## config.mk

```make
export PLATFORM = sky130hd
export DESIGN_NAME = rags_ctrl
export DESIGN_NICKNAME = d
export VERILOG_FILES = /design/src/rtl/rags_pkg.sv /design/src/rtl/rags_ctrl.sv
export SDC_FILE = /design/constraint.sdc
export NUM_CORES = 1
export LEC_CHECK = 0
export BUFFER_PORTS_ARGS = -buffer_cell sky130_fd_sc_hd__buf_2
export CORE_MARGIN = 4
export CORE_UTILIZATION = 55
export CTS_BUF_LIST = sky130_fd_sc_hd__clkbuf_4
export DETAILED_ROUTE_END_ITERATION = 12
export MAX_ROUTING_LAYER = met4
export PLACE_DENSITY = 0.8
export SYNTH_ARGS = -nofsm -noshare
export SYNTH_HDL_FRONTEND = slang
export SYNTH_SLANG_ARGS = --single-unit
```

## constraint.sdc

```tcl
create_clock -name clk -period 1.9 [get_ports clk]
set_input_delay 0.19 -clock clk [delete_from_list [all_inputs] [get_ports clk]]
set_output_delay 0.19 -clock clk [all_outputs]
set_load 0.05 [all_outputs]
```

## src/rtl/rags_pkg.sv

```systemverilog
// Shared constants, register codes and command types of the rotation angle grid search.
package rags_pkg;

	localparam int NUM_ANGLES_DEF = 180;
	localparam int SAMPLE_W       = 24;
	localparam int ANGLE_W        = 8;
	localparam int COEF_W         = 16;
	localparam int PROD_W         = COEF_W + SAMPLE_W;
	localparam int COMP_W         = PROD_W + 1;
	localparam int ROUND_SHIFT    = 15;
	localparam int RES_W          = COMP_W - ROUND_SHIFT;
	localparam int MAG_W          = RES_W - 1;
	localparam int METRIC_W       = 2 * MAG_W;
	localparam int SUM_W          = 64;
	localparam int DEG_SPAN       = 180;
	localparam logic [63:0] HALF_PI_Q30 = 64'd1686629713;

	// Cycles between the last angle issued and the best index being final.
	localparam int PIPE_DRAIN = 5;

	localparam int CFG_IDX_W  = 1;
	localparam int CFG_DATA_W = 1;

	typedef enum logic [CFG_IDX_W-1:0] {
		REG_METRIC_MODE      = 1'b0,
		REG_COMPONENT_SELECT = 1'b1
	} cfg_reg_t;

	// Commands from the controller to the datapath.
	typedef struct packed {
		logic clear;     // write zero to the addressed accumulator
		logic load;      // capture the input sample pair
		logic issue;     // push one angle into the pipeline
		logic last;      // the item under work closes its window
		logic load_out;  // load the best angle into the result register
	} rags_cmd_t;

endpackage

```

## src/rtl/rags_ctrl.sv

```systemverilog
// Controller state machine that sequences clearing, angle passes and result delivery.
module rags_ctrl import rags_pkg::*; #(
	parameter int NUM_ANGLES = NUM_ANGLES_DEF
) (
	input  logic                          clk,
	input  logic                          arst_n,
	input  logic                          in_valid,
	input  logic                          in_last,
	output logic                          in_ready,
	input  logic                          out_ready,
	output logic                          out_valid,
	output rags_cmd_t                     cmd,
	output logic [$clog2(NUM_ANGLES)-1:0] k_idx
);

	localparam int KW = $clog2(NUM_ANGLES);
	localparam int DW = $clog2(PIPE_DRAIN);
	localparam logic [KW-1:0] LAST_K     = KW'(NUM_ANGLES - 1);
	localparam logic [DW-1:0] DRAIN_LAST = DW'(PIPE_DRAIN - 1);

	typedef enum logic [2:0] {
		ST_CLEAR,
		ST_IDLE,
		ST_RUN,
		ST_DRAIN,
		ST_DELIVER
	} state_t;

	state_t        state_q;
	logic [KW-1:0] k_q;
	logic [DW-1:0] drain_q;
	logic          last_q;
	logic          out_valid_q;

	assign in_ready  = (state_q == ST_IDLE);
	assign out_valid = out_valid_q;
	assign k_idx     = k_q;

	always_comb begin
		cmd = '0;
		case (state_q)
			ST_CLEAR: begin
				cmd.clear = 1'b1;
			end
			ST_IDLE: begin
				cmd.load = in_valid;
			end
			ST_RUN: begin
				cmd.issue = 1'b1;
				cmd.last  = last_q;
			end
			ST_DELIVER: begin
				cmd.load_out = !out_valid_q || out_ready;
			end
			default: begin
			end
		endcase
	end

	always_ff @(posedge clk or negedge arst_n) begin
		if (!arst_n) begin
			state_q     <= ST_CLEAR;
			k_q         <= '0;
			drain_q     <= '0;
			last_q      <= 1'b0;
			out_valid_q <= 1'b0;
		end else begin
			// A new result takes precedence over the release of the one before it.
			if (state_q == ST_DELIVER && cmd.load_out) begin
				out_valid_q <= 1'b1;
			end else if (out_ready) begin
				out_valid_q <= 1'b0;
			end
			case (state_q)
				ST_CLEAR: begin
					if (k_q == LAST_K) begin
						k_q     <= '0;
						state_q <= ST_IDLE;
					end else begin
						k_q <= k_q + KW'(1);
					end
				end
				ST_IDLE: begin
					if (in_valid) begin
						last_q  <= in_last;
						k_q     <= '0;
						state_q <= ST_RUN;
					end
				end
				ST_RUN: begin
					if (k_q == LAST_K) begin
						k_q     <= '0;
						drain_q <= '0;
						state_q <= ST_DRAIN;
					end else begin
						k_q <= k_q + KW'(1);
					end
				end
				ST_DRAIN: begin
					if (drain_q == DRAIN_LAST) begin
						state_q <= last_q ? ST_DELIVER : ST_IDLE;
					end else begin
						drain_q <= drain_q + DW'(1);
					end
				end
				ST_DELIVER: begin
					if (cmd.load_out) begin
						state_q <= ST_IDLE;
					end
				end
				default: begin
					state_q <= ST_IDLE;
				end
			endcase
		end
	end

endmodule

```

### Word level (Yosys, flattened, before mapping)

Cells that the tools add are included.

| storage, ports and cells | value |
|---|---|
| bits in registers | 16 |
| input bits | 5 |
| output and inout port bits | 15 |
| word-level logic and storage cells | 50 |

| operators by class | value |
|---|---|
| $add $sub $neg | 2 |
| equal/unequal tests | 12 |
| mux-type cells | 19 |
| reductions and logical operators | 12 |

Operator list:

| cell | number |
|---|---|
| two-way mux 3 bit | 8 |
| two-way mux 8 bit | 2 |
| case mux 8 bit (2 select lines) | 1 |
| case mux 3 bit (5 select lines) | 1 |
| != test 2 bit (second input constant) | 6 |
| adder 8 x 1 -> 8 bit (second input constant) | 1 |
| equality test 8 bit (second input constant) | 1 |
| equality test 3 x 2 -> 1 bit (second input constant) | 2 |
| equality test 3 bit (second input constant) | 2 |
| case mux 3 bit (2 select lines) | 1 |
| nonzero test 2 bit | 3 |
| two-way mux 1 bit | 5 |
| AND reduction 5 bit | 1 |
| AND reduction 2 bit | 2 |
| adder 3 x 1 -> 3 bit (second input constant) | 1 |
| equality test 3 x 1 -> 1 bit (second input constant) | 1 |
| zero test 3 bit | 1 |
| AND reduction 3 bit | 1 |
| two-way mux 2 bit | 1 |
| OR reduction 2 bit | 1 |
| logical AND 1 bit | 1 |
| zero test 1 bit | 1 |
| logical OR 1 bit | 1 |

### Depth between registers and ports, before layout

| logic depth | value |
|---|---|
| depth in word-level cells | 5 |
| gate-level depth with buffers | 6 |

### Worst setup path after synthesis

Ideal clock, no wire load.

| path | value |
|---|---|
| path type | reg-to-reg |
| from | register k_q[0], in the netlist k_idx[0] |
| to | register drain_q[0] |
| library setup time | 125 ps |
| arrival time | 1820 ps |
| path slack | -45 ps |
| stages on the path, launching flop included | 6 |
| path buffers | 0 |
| clock period less this slack | 1945 ps |
| cell sequence | dfrtp_1 > ha_1 > nor3b_4 > a21oi_1 > or3_1 > mux2_4 |

| between the ends | value |
|---|---|
| longest elaborated chain between the ends | 3 |

Ends and longest elaborated chain:

| what | line | RTL |
|---|---|---|
| start, declared | rags_ctrl.sv:30 | `logic [KW-1:0] k_q;` |
| start signal, assigned | rags_ctrl.sv:80 | `k_q <= k_q + KW'(1);` |
| start signal, assigned | rags_ctrl.sv:96 | `k_q <= k_q + KW'(1);` |
| equality test 8 bit | rags_ctrl.sv:91 | `if (k_q == LAST_K) begin` |
| != test 2 bit (no line) | - |  |
| AND reduction 3 bit (no line) | - |  |
| end signal, assigned | rags_ctrl.sv:103 | `drain_q <= drain_q + DW'(1);` |
| end, declared | rags_ctrl.sv:31 | `logic [DW-1:0] drain_q;` |

Every way passes these cells.
A chain may end at the register's enable or synchronous reset.

==> out/qor.txt <==
Worst hold margin - 125.5 ps
Vias in the first global route - 713
Worst Setup Path Type - flop to primary output
Slew Limit Fails - 0
DRC - 0
Final HPWL from detailed placement - 1473 µm
FF+latch count, synth - 16
Clock share of power - 12.9%
Status - completed
First-pass GRT wire length - 3408 µm
Met2 WL - 922 µm
Final ANT Viol Nets - 0
Share of cells above drive strength 1 - 32.14%
Largest net degree at the start of global routing - 17
GRT Total Usage - 18.86%
DRT Pass-1 Iters - 4
Ys flop type - dfrtp_1
Setup violations, final - 0
P_leak - 0.5487 nW
Worst Reg-to-Reg Cells - 5
Startpoint types - flop
Met1 WL - 904 µm
Top layer in use - met4
Synth Area in Simple Gates - 23.73%
Post-synthesis sequential area ratio - 42.90%
Area Growth Syn to Fin - 12.73%
Int Power - 0.0007821 W
Cell variety after synth - 33
DP Worst Slack - 238.5 ps
Clock Sinks - 16
Synthesized cell area - 933.4 µm²
Clock Skews - 1.567 ps
Net Count, Synth - 99
Max frequency - 564.6 MHz
RSZ-0062 raised after global routing - no
Largest family of logic cells by synthesized area - simple AND/OR/NAND/NOR gates
XOR/XNOR Fraction of Synth Area - 3.753%
Vias post-DR - 749
Endpoints failing hold - 0
TritonCTS clock tree - done
GRT overflow - 0
Syn Inst Count - 91
Total power - 0.001596 W
Final period utilization - 93.23%
Longest Clk Path Bufs - 2
Power Density - 1517 nW/µm²
Hold EP - last_q
Chip height - 49.20 µm
Min-delay src - in_last
Die ar. - 2420 µm²
Placer Congestion - 0.8509
Worst r2r src - k_idx[0]
Wirelength, routed - 1968 µm
Reg2reg setup slack - 220 ps
Worst-path clk slew - 90 ps
Number of port buffers - 19
Die width - 49.20 µm
Max Fanout on Critical Path - 10
Vias/cell - 5.852
Root Driver - clkbuf_4
Max-slew headroom - 73.01%
Initial Utilization - 59.87%
Routed len/inst - 15.38 µm
Max Cap Viol - 0
Tmin final - 1771 ps
Core Region - 1559 µm²
Multiplexer area fraction after synthesis - 3.887%
Worst-skew pair later-pin latency - 290 ps
Element type at the critical path end - primary output
Number of antenna violations at the first check in global routing - 0
CP required - 1710 ps
Reg-to-reg endpoint - drain_q[0]
Post-synth EDFFs - 0
P_sw - 0.0008140 W
Logic pwr share - 53.9%
Worst Hold Class - input port to flop
ANT cells - 0
TritonCTS buffer count - 3
H-tree depth - 1
Async SR Flop Fraction - 100.0%
Flop pwr share - 33.2%
Compound-Gate Fraction of Synth Area - 14.75%
Post-synthesis adder-cell area fraction - 4.021%
Worst VDD drop - 0.0008326 V
Pin slew with the least headroom to its limit - 402.5 ps
CP Data Arrival Time - 1580 ps
Top Ports - 20
Final WS setup - 128.7 ps
Mapped Avg Cell Area - 10.26 µm²
Total negative slack - 0 ps
Initial DRC count - 21
Synth warnings - 0
Row count - 14
Hold path depth - 3
NumNets Final - 121
Sw Share - 51.00%
Routed wl met3 - 117 µm
==> cells in the final DEF (no fill, tap or decap) <==
cell	n
a21boi_2	1
a21o_1	2
a21oi_1	4
a22o_1	6
a31o_2	1
a31oi_1	1
and2_1	2
and2b_2	1
and3_1	3
and3_2	2
and4b_4	1
buf_2	19
buf_4	2
clkbuf_4	4
dfrtp_1	14
dfrtp_2	2
dlygate4sd3_1	1
ha_1	3
inv_1	3
mux2_2	1
mux2_4	1
mux2i_1	1
nand2_1	8
nand2b_1	3
nand3_1	3
nand3b_1	1
nand4_1	3
nor2_1	6
nor3_1	3
nor3b_4	1
o21ai_0	3
o32ai_1	1
or3_1	1
xnor2_1	1
xor2_1	3
==> kinds of logic after synthesis <==
| logic type | after synthesis |
|---|---|
| multiplexers | 3 |
| XOR/XNOR | 4 |
| AND/OR/NAND/NOR | 38 |
| flip-flops | 16 |
| AO/OA/AOI/OAI | 19 |
| buffers and inverters | 8 |
| adder cells (fa/ha/maj) | 3 |
==> cells in the mapped netlist (2+ instances only) <==
| master | n | area share (%) |
|---|---|---|
| nor3_1 | 3 | 1.6 |
| nor2_1 | 6 | 2.4 |
| and3_2 | 2 | 1.6 |
| ha_1 | 3 | 4.0 |
| nand2_1 | 8 | 3.2 |
| clkbuf_8 | 2 | 2.9 |
| dfrtp_1 | 16 | 43 |
| nand4_1 | 3 | 2.0 |
| nand3_1 | 3 | 1.6 |
| buf_6 | 2 | 2.4 |
| nand2b_1 | 3 | 2.0 |
| o21ai_0 | 3 | 1.6 |
| a21o_1 | 2 | 1.6 |
| and3_1 | 3 | 2.0 |
| a22o_1 | 6 | 5.6 |
| a21oi_1 | 4 | 2.1 |
| inv_1 | 3 | 1.2 |
| xor2_1 | 3 | 2.8 |
| and2_1 | 2 | 1.3 |
==> repair_timing <==
item / CTS / global route
buffers inserted: 0 / 0
hold buffers: 1 / 0
endpoints found under the hold margin: 16 / 0
resized for setup: 0 / 0
==> flip-flops by register name, summed over array words and instances, names as in the netlist <==
name,cells
k_idx,8
drain_q,3
state_q,3
last_q,1
out_valid,1
==> power by group through the flow <==
stage	clock network (W)	logic [W]	registers [W]
6_report	0.000205	0.000860	0.000531
5_1_grt	0.000236	0.000922	0.000547
4_1_cts	0.000209	0.000862	0.000529
3_5_place_dp	0	0.000859	0.000535
3_3_place_gp	0	0.000835	0.000527
2_1_floorplan	0	0.000642	0.000610
==> metal layers <==
metal,track usage [%],up-vias
li1,-,367
met2,29.91,26
met3,2.752,4
met5,-,-
met1,24.23,352
met4,7.109,0
==> worst max-delay path by stage <==
stage	slack, ps	endpoint	depth (start not counted)	start
after floorplan	110	drain_q[0]	5	k_idx[1]
after global placement	280	drain_q[0]	5	k_idx[0]
after detailed placement	240	drain_q[0]	5	k_idx[0]
after CTS	130	cmd[2]	3	state_q[0]
after global routing	30	cmd[3]	4	state_q[2]
final	130	cmd[2]	3	state_q[0]
==> worst max-delay path, cell delays in order (launching register included) <==
cell and delay, ps:
dfrtp_1 510, nor2_1 320, and2_1 200, buf_2 270
==> final cells by class <==
| type | count | area, µm² |
|---|---|---|
| Multi-Input combinational cell | 67 | 467.9 |
| Tap cell | 16 | 20.02 |
| Timing Repair Buffer | 22 | 120.1 |
| Sequential cell | 16 | 402.9 |
| Fill cell | 129 | 506.7 |
| Clock buffer | 4 | 30.03 |
| Inverter | 3 | 11.26 |
==> through the flow <==
stage          util [%]  instance area (µm²)  std cells
2_1_floorplan         -                935.9         91
3_3_place_gp      64.93                 1012        123
3_5_place_dp      64.93                 1012        123
4_1_cts           67.50                 1052        128
5_1_grt           67.50                 1052        128
6_report          67.50                 1052        128
No activity file was read; power rests on OpenSTA's default activity.
